**config.mk**
```make
export PLATFORM = sky130hd
export DESIGN_NAME = key_code_remap_table_unit
export DESIGN_NICKNAME = d
export VERILOG_FILES = /design/src/design/kcrt_pkg.sv /design/src/design/key_code_remap_table_unit.sv /design/src/design/kcrt_ctrl.sv /design/src/design/kcrt_datapath.sv
export SDC_FILE = /design/constraint.sdc
export NUM_CORES = 2
export LEC_CHECK = 0
export BUFFER_PORTS_ARGS = -buffer_cell sky130_fd_sc_hd__buf_4
export CAP_MARGIN = 25
export CORE_MARGIN = 8
export CORE_UTILIZATION = 31
export CTS_CLUSTER_DIAMETER = 50
export CTS_CLUSTER_SIZE = 16
export DETAILED_ROUTE_END_ITERATION = 10
export MAX_ROUTING_LAYER = met4
export PLACE_DENSITY_LB_ADDON = 0.15
export SETUP_SLACK_MARGIN = 0.15
export SKIP_LAST_GASP = 1
export SLEW_MARGIN = 0
export SYNTH_ARGS = -nofsm -noshare
export SYNTH_HDL_FRONTEND = slang
export SYNTH_SLANG_ARGS = --single-unit
```
**constraint.sdc**
```tcl
create_clock -name clk -period 7.2 [get_ports clk]
set_input_delay 0.36 -clock clk [delete_from_list [all_inputs] [get_ports clk]]
set_output_delay 0.36 -clock clk [all_outputs]
set_load 0.05 [all_outputs]
```
**src/design/kcrt_pkg.sv**
```systemverilog
// Shared types and constants for the key code remap table.
// No dependencies.
package kcrt_pkg;

    localparam int TABLE_DEPTH  = 16;
    localparam int NUM_DEFAULTS = 4;
    localparam int IDX_W        = (TABLE_DEPTH > 1) ? $clog2(TABLE_DEPTH) : 1;
    localparam int CNT_W        = $clog2(TABLE_DEPTH + 1);
    localparam int CFG_IDX_W    = $clog2(NUM_DEFAULTS);
    localparam int CFG_W        = 35;

    typedef enum logic [1:0] {
        OP_LOOKUP = 2'd0,
        OP_ADD    = 2'd1,
        OP_REMOVE = 2'd2,
        OP_CLEAR  = 2'd3
    } opcode_t;

    typedef struct packed {
        opcode_t     opcode;
        logic [15:0] src_code;
        logic [1:0]  new_type;
        logic [15:0] new_dst;
    } req_t;

    typedef struct packed {
        logic        ok;
        logic [1:0]  out_type;
        logic [15:0] out_code;
        logic [4:0]  entry_count;
    } rsp_t;

    typedef struct packed {
        logic [15:0] src;
        logic [1:0]  typ;
        logic [15:0] dst;
    } entry_t;

    typedef struct packed {
        logic   valid;
        entry_t ent;
    } dflt_t;

    typedef struct packed {
        logic load;
        logic search;
        logic exec;
    } ctrl_cmd_t;

    typedef enum logic [3:0] {
        ST_IDLE  = 4'b0001,
        ST_MATCH = 4'b0010,
        ST_EXEC  = 4'b0100,
        ST_RESP  = 4'b1000
    } state_t;

endpackage

```
**src/design/key_code_remap_table_unit.sv**
```systemverilog
// Key code remap table: an accepted start runs the controller's search, update
// and respond sequence, with done raised in the respond state; no new operation
// is taken until it ends, and busy stays high until the result cycle ends.
// Reset empties the custom table and marks all default entries invalid.
// Results show for one cycle with done; the receiver cannot stall.
module key_code_remap_table_unit
    import kcrt_pkg::*;
(
    input  logic                 clk,
    input  logic                 rst_n,
    input  logic                 start,
    output logic                 busy,
    input  req_t                 req,
    output logic                 done,
    output rsp_t                 rsp,
    input  logic                 cfg_we,
    input  logic [CFG_IDX_W-1:0] cfg_idx,
    input  logic [CFG_W-1:0]     cfg_data
);

    ctrl_cmd_t cmd;

    kcrt_ctrl u_ctrl (
        .clk   (clk),
        .rst_n (rst_n),
        .start (start),
        .busy  (busy),
        .done  (done),
        .cmd   (cmd)
    );

    kcrt_datapath u_dp (
        .clk      (clk),
        .rst_n    (rst_n),
        .cmd      (cmd),
        .req      (req),
        .cfg_we   (cfg_we),
        .cfg_idx  (cfg_idx),
        .cfg_data (cfg_data),
        .rsp      (rsp)
    );

endmodule

```
**src/design/kcrt_ctrl.sv**
```systemverilog
// Sequencing controller for the key code remap table.
// Depends on kcrt_pkg.
module kcrt_ctrl
    import kcrt_pkg::*;
(
    input  logic      clk,
    input  logic      rst_n,
    input  logic      start,
    output logic      busy,
    output logic      done,
    output ctrl_cmd_t cmd
);

    state_t state_reg;
    state_t state_next;

    always_ff @(posedge clk or negedge rst_n)
    begin
        if (!rst_n)
        begin
            state_reg <= ST_IDLE;
        end
        else
        begin
            state_reg <= state_next;
        end
    end

    always_comb
    begin
        state_next = state_reg;
        unique case (state_reg)
            ST_IDLE:
            begin
                if (start)
                begin
                    state_next = ST_MATCH;
                end
            end
            ST_MATCH: state_next = ST_EXEC;
            ST_EXEC:  state_next = ST_RESP;
            ST_RESP:  state_next = ST_IDLE;
            default:  state_next = ST_IDLE;
        endcase
    end

    assign busy       = (state_reg != ST_IDLE);
    assign done       = (state_reg == ST_RESP);
    assign cmd.load   = start && (state_reg == ST_IDLE);
    assign cmd.search = (state_reg == ST_MATCH);
    assign cmd.exec   = (state_reg == ST_EXEC);

endmodule

```
**src/design/kcrt_datapath.sv**
```systemverilog
// Table storage, match logic and result register of the key code remap table.
// Depends on kcrt_pkg.
module kcrt_datapath
    import kcrt_pkg::*;
(
    input  logic                 clk,
    input  logic                 rst_n,
    input  ctrl_cmd_t            cmd,
    input  req_t                 req,
    input  logic                 cfg_we,
    input  logic [CFG_IDX_W-1:0] cfg_idx,
    input  logic [CFG_W-1:0]     cfg_data,
    output rsp_t                 rsp
);

    req_t             op_reg;
    entry_t           ent_reg  [TABLE_DEPTH];
    entry_t           ent_next [TABLE_DEPTH];
    logic [CNT_W-1:0] count_reg;
    logic [CNT_W-1:0] count_next;
    dflt_t            dflt_reg [NUM_DEFAULTS];

    logic             hit_reg;
    logic             hit_next;
    logic [IDX_W-1:0] hit_idx_reg;
    logic [IDX_W-1:0] hit_idx_next;
    logic             def_hit_reg;
    logic             def_hit_next;
    entry_t           def_ent_reg;
    entry_t           def_ent_next;

    rsp_t             rsp_reg;
    rsp_t             rsp_next;
    logic [CNT_W+4:0] count_wide;
    entry_t           new_ent;
    entry_t           hit_ent;

    // search: first custom match and first valid default match
    always_comb
    begin
        hit_next     = 1'b0;
        hit_idx_next = '0;
        for (int i = TABLE_DEPTH - 1; i >= 0; i--)
        begin
            if ((CNT_W'(i) < count_reg) && (ent_reg[i].src == op_reg.src_code))
            begin
                hit_next     = 1'b1;
                hit_idx_next = IDX_W'(i);
            end
        end
        def_hit_next = 1'b0;
        def_ent_next = dflt_reg[0].ent;
        for (int j = NUM_DEFAULTS - 1; j >= 0; j--)
        begin
            if (dflt_reg[j].valid && (dflt_reg[j].ent.src == op_reg.src_code))
            begin
                def_hit_next = 1'b1;
                def_ent_next = dflt_reg[j].ent;
            end
        end
    end

    assign new_ent = '{src: op_reg.src_code, typ: op_reg.new_type, dst: op_reg.new_dst};
    assign hit_ent = ent_reg[hit_idx_reg];

    // execute: table update and result
    always_comb
    begin
        for (int i = 0; i < TABLE_DEPTH; i++)
        begin
            ent_next[i] = ent_reg[i];
        end
        count_next = count_reg;
        rsp_next   = '0;
        unique case (op_reg.opcode)
            OP_LOOKUP:
            begin
                if (hit_reg)
                begin
                    rsp_next.ok       = 1'b1;
                    rsp_next.out_type = hit_ent.typ;
                    rsp_next.out_code = hit_ent.dst;
                end
                else if (def_hit_reg)
                begin
                    rsp_next.ok       = 1'b1;
                    rsp_next.out_type = def_ent_reg.typ;
                    rsp_next.out_code = def_ent_reg.dst;
                end
                else
                begin
                    rsp_next.out_code = op_reg.src_code;
                end
            end
            OP_ADD:
            begin
                if (hit_reg)
                begin
                    ent_next[hit_idx_reg] = new_ent;
                    rsp_next.ok           = 1'b1;
                end
                else if (count_reg < CNT_W'(TABLE_DEPTH))
                begin
                    ent_next[count_reg[IDX_W-1:0]] = new_ent;
                    count_next                     = count_reg + CNT_W'(1);
                    rsp_next.ok                    = 1'b1;
                end
            end
            OP_REMOVE:
            begin
                if (hit_reg)
                begin
                    for (int i = 0; i < TABLE_DEPTH - 1; i++)
                    begin
                        if (IDX_W'(i) >= hit_idx_reg)
                        begin
                            ent_next[i] = ent_reg[i + 1];
                        end
                    end
                    count_next  = count_reg - CNT_W'(1);
                    rsp_next.ok = 1'b1;
                end
            end
            OP_CLEAR:
            begin
                count_next  = '0;
                rsp_next.ok = 1'b1;
            end
            default:
            begin
                count_next = count_reg;
            end
        endcase
        count_wide           = (CNT_W + 5)'(count_next);
        rsp_next.entry_count = count_wide[4:0];
    end

    always_ff @(posedge clk or negedge rst_n)
    begin
        if (!rst_n)
        begin
            count_reg <= '0;
            for (int j = 0; j < NUM_DEFAULTS; j++)
            begin
                dflt_reg[j] <= '0;
            end
        end
        else
        begin
            if (cmd.exec)
            begin
                count_reg <= count_next;
            end
            if (cfg_we)
            begin
                dflt_reg[cfg_idx] <= dflt_t'(cfg_data);
            end
        end
    end

    always_ff @(posedge clk)
    begin
        if (cmd.load)
        begin
            op_reg <= req;
        end
        if (cmd.search)
        begin
            hit_reg     <= hit_next;
            hit_idx_reg <= hit_idx_next;
            def_hit_reg <= def_hit_next;
            def_ent_reg <= def_ent_next;
        end
        if (cmd.exec)
        begin
            rsp_reg <= rsp_next;
            for (int i = 0; i < TABLE_DEPTH; i++)
            begin
                ent_reg[i] <= ent_next[i];
            end
        end
    end

    assign rsp = rsp_reg;

endmodule

```
==> reports/qor.csv <==
stage,metric,value,unit
status,status,completed,
routing,routedWlPerCell,24.3,um
sta,slew_viol_final,0,
critical_path,reg2reg_from,u_dp.op_reg[34]$_DFFE_PP_,
critical_path,startpoint_type,flip-flop,
critical_path,worstPathMaxFanout,94,
sta,slew-limit-headroom,28.7,%
logic_synthesis,ys_warn_count,0,
logic_synthesis,synth_ff_type,edfxtp_1,
global_routing,grt_max_degree,98,
min_path,min_path_type,input pin to asynchronous set/reset pin,
sta,grt_setup_unrepaired,false,
global_routing,grt_first_pass_wirelength,178,mm
pwr,ir_drop,185,uV
finish,final_cell_mix,"628 x edfxtp_1, 608 x nand2_1, 532 x o21ai_0",
logic_synthesis,ys_seq_elements,777,
floorplanning,start_util,31.2,%
placed_design,placed_area,0.0406,sq mm
cts,clk_latency,710,ps
cts,tritoncts,done,
logic_synthesis,synth_top_area_cell,edfxtp_1,
critical_path,timing_worst_setup_path_type,flip-flop to flip-flop,
floorplanning,placementRows,128,
floorplanning,fp.dieW,366,um
sta,setup_tns,0,ps
logic_synthesis,ys_async_sr_fraction,19.2,%
logic_synthesis,synth_top_cells_by_area,"edfxtp_1 50%, dfrtp_1 9.8%, o21ai_0 7.0%",
logic_synthesis,synthCells,3155,
logic_synthesis,synth-edff-count,628,
logic_synthesis,synth.net_count,3242,
sta,max_freq,257,MHz
global_routing,grtUsageTotal,18.3,%
floorplanning,io_pins,103,
job,maxCapViolCount,0,
global_routing,gr-total-overflow,0,
cts,htree_levels,3,
critical_path,reg2reg_to,u_dp.ent_reg[13][24]$_DFFE_PP_,
pwr,cellPowerDensity,311,mW/mm^2
critical_path,worstSetupEndpointType,flip-flop,
critical_path,crit_required,7600,ps
finish,nets,3348,
cts,clockRootBuffer,clkbuf_16,
finish,mostFrequentLayoutCell,edfxtp_1,
cts,clock_path_buffers,3,
pwr,p_total,14.1,mW
sta,fin_ws,3300,ps
logic_synthesis,yosysUniqueCellTypes,59,
global_routing,antenna_found_initial,3,
cts,path_clk_slew,60,ps
finish,design_area,0.0453,sq mm
routing,drt-pass1-iter-count,5,
cts,cts_setup_buffers,0,
critical_path,reg2reg_depth,9,
sta,finalCritPeriodShare,54.1,%
finish,largest_reg_flops,544,
finish,drive_gt1_share,19.7,%
pwr,leakagePower,15.7,nW
finish,n_antenna_cell,0,
logic_synthesis,syn_area_per_cell,12.0,sq um
routing,route.detailed.drc,0,
routing,wl,121,mm
global_routing,grt_pass1_vias,25510,
cts,numClockSinks,777,
placed_design,port_buffers,102,
sta,setup_viol,0,
logic_synthesis,synth-seq-area-share,59.6,%
floorplanning,die_area,0.134,sq mm
cts,cts_buffers,111,
floorplanning,core,0.122,sq mm
sta,finalClockSkew,24.5,ps
critical_path,r2r_slack,3300,ps
placed_design,routabilityCongestion,0.827,
routing,drt_iter0_drc,2160,
critical_path,crit_arrival,4300,ps
routing,vias,25378,
sta,layout_min_cycle_time,3900,ps
sta,hold_viol,0,
placed_design,post-place-ws,3360,ps
sta,worst_pin_slew,1070,ps
routing,vias_per_cell,5.09,
logic_synthesis,synth_area,0.0379,sq mm
finish,area_growth,19.6,%
routing,ant_nets,0,
placed_design,hpwlAfterDp,77.2,mm
logic_synthesis,netlist.area_leader.share,49.8,%
floorplanning,die_h,366,um
metal layers:
| metal | wire, um | global-route usage (%) | vias up |
|---|---|---|---|
| met4 | 2720 | 5.23 | 0 |
| met1 | 56800 | 25.2 | 12896 |
| met3 | 5690 | 2.60 | 136 |
| li1 | - | - | 11691 |
| met5 | 0 | - | - |
| met2 | 55800 | 28.1 | 655 |
Yosys cell counts (3+ instances only):
master	n
a22oi_1	3
o221ai_1	3
mux2i_1	37
nand2b_1	3
edfxtp_1	628
o21ai_0	532
nor4_1	53
clkbuf_1	198
dfrtp_1	148
and2_1	3
nor2_1	41
and3_1	6
nand3b_1	3
mux2_2	142
buf_2	48
inv_1	15
nor2b_1	47
a21oi_1	28
xor2_1	213
nor4b_1	5
nand3_1	14
xnor2_1	107
a32oi_1	13
or4_1	4
o211a_1	17
buf_1	11
a31oi_1	8
nand2_1	608
nor3_1	19
nor3b_1	3
a22o_1	16
nand4_1	32
mux4_2	90
o21ai_1	10
a211oi_1	10
ha_1	10
critical path: stages (launching register included):
cell,delay (ps)
edfxtp_1,430
inv_1,180
ha_4,650
buf_4,890
a21oi_1,100
o211ai_1,210
buf_4,420
a31o_2,200
a21oi_4,30
buf_4,330
power by group:
group / internal, mW / total, mW / switching (mW) / leakage, nW
registers: 5.26 / 5.48 / 0.214 / 7.54
clock network: 3.46 / 5.71 / 2.25 / 1.90
logic: 0.916 / 2.90 / 1.98 / 6.28
stage by stage:
stage | util [%] | hold WS, ps | std cells
detailed placement | 33.4 | 493 | 4698
floorplan | - | 64.4 | 3155
finish | 37.3 | 284 | 4985
CTS | 37.2 | 284 | 4983
global placement | 33.4 | 486 | 4696
global route | 37.3 | 334 | 4985
what timing repair did:
item                                    CTS  global route
hold buffers                             73             0
gates resized for setup                   0             0
hold endpoints to repair                264             0
endpoints found under the setup margin    0             0
how the worst max path moves through the flow:
stage,end,cells past startpoint,slack (ps),start
2_1_floorplan,u_dp.ent_reg[15][0]$_DFFE_PP_,3,2320,u_ctrl.state_reg[3]$_DFFE_PN0P_
3_3_place_gp,u_dp.ent_reg[14][23]$_DFFE_PP_,6,3130,u_dp.hit_idx_reg[2]$_SDFFCE_PP0P_
3_5_place_dp,u_dp.ent_reg[13][24]$_DFFE_PP_,9,3360,u_dp.op_reg[34]$_DFFE_PP_
4_1_cts,u_dp.ent_reg[13][9]$_DFFE_PP_,9,3320,u_dp.op_reg[34]$_DFFE_PP_
5_1_grt,u_dp.ent_reg[13][9]$_DFFE_PP_,9,3080,u_dp.op_reg[34]$_DFFE_PP_
6_report,u_dp.ent_reg[13][24]$_DFFE_PP_,9,3300,u_dp.op_reg[34]$_DFFE_PP_
cell families (layout without fill, tap and decap cells):
group                    count (synthesis)  after routing  synth area share, %
AND/OR/NAND/NOR                        849            849                 9.77
flip-flops                             777            777                 59.6
AO/OA/AOI/OAI                          655            655                 9.42
XOR/XNOR                               320            320                 7.40
buffers and inverters                  275            480                 2.93
multiplexers                           269            269                 10.5
adder cells (fa/ha/maj)                 10             10                0.330
final cells by class:
| type | instances | area [sq um] |
|---|---|---|
| well taps | 1625 | 2030 |
| clock buffers | 123 | 2890 |
| multi-input cells | 2103 | 14600 |
| flip-flops and latches | 777 | 22600 |
| inverters | 15 | 56.3 |
| clock inverters | 89 | 1000 |
| repair buffers | 253 | 2180 |
| fillers | 11843 | 76200 |
(Power assumes the default switching activity.)
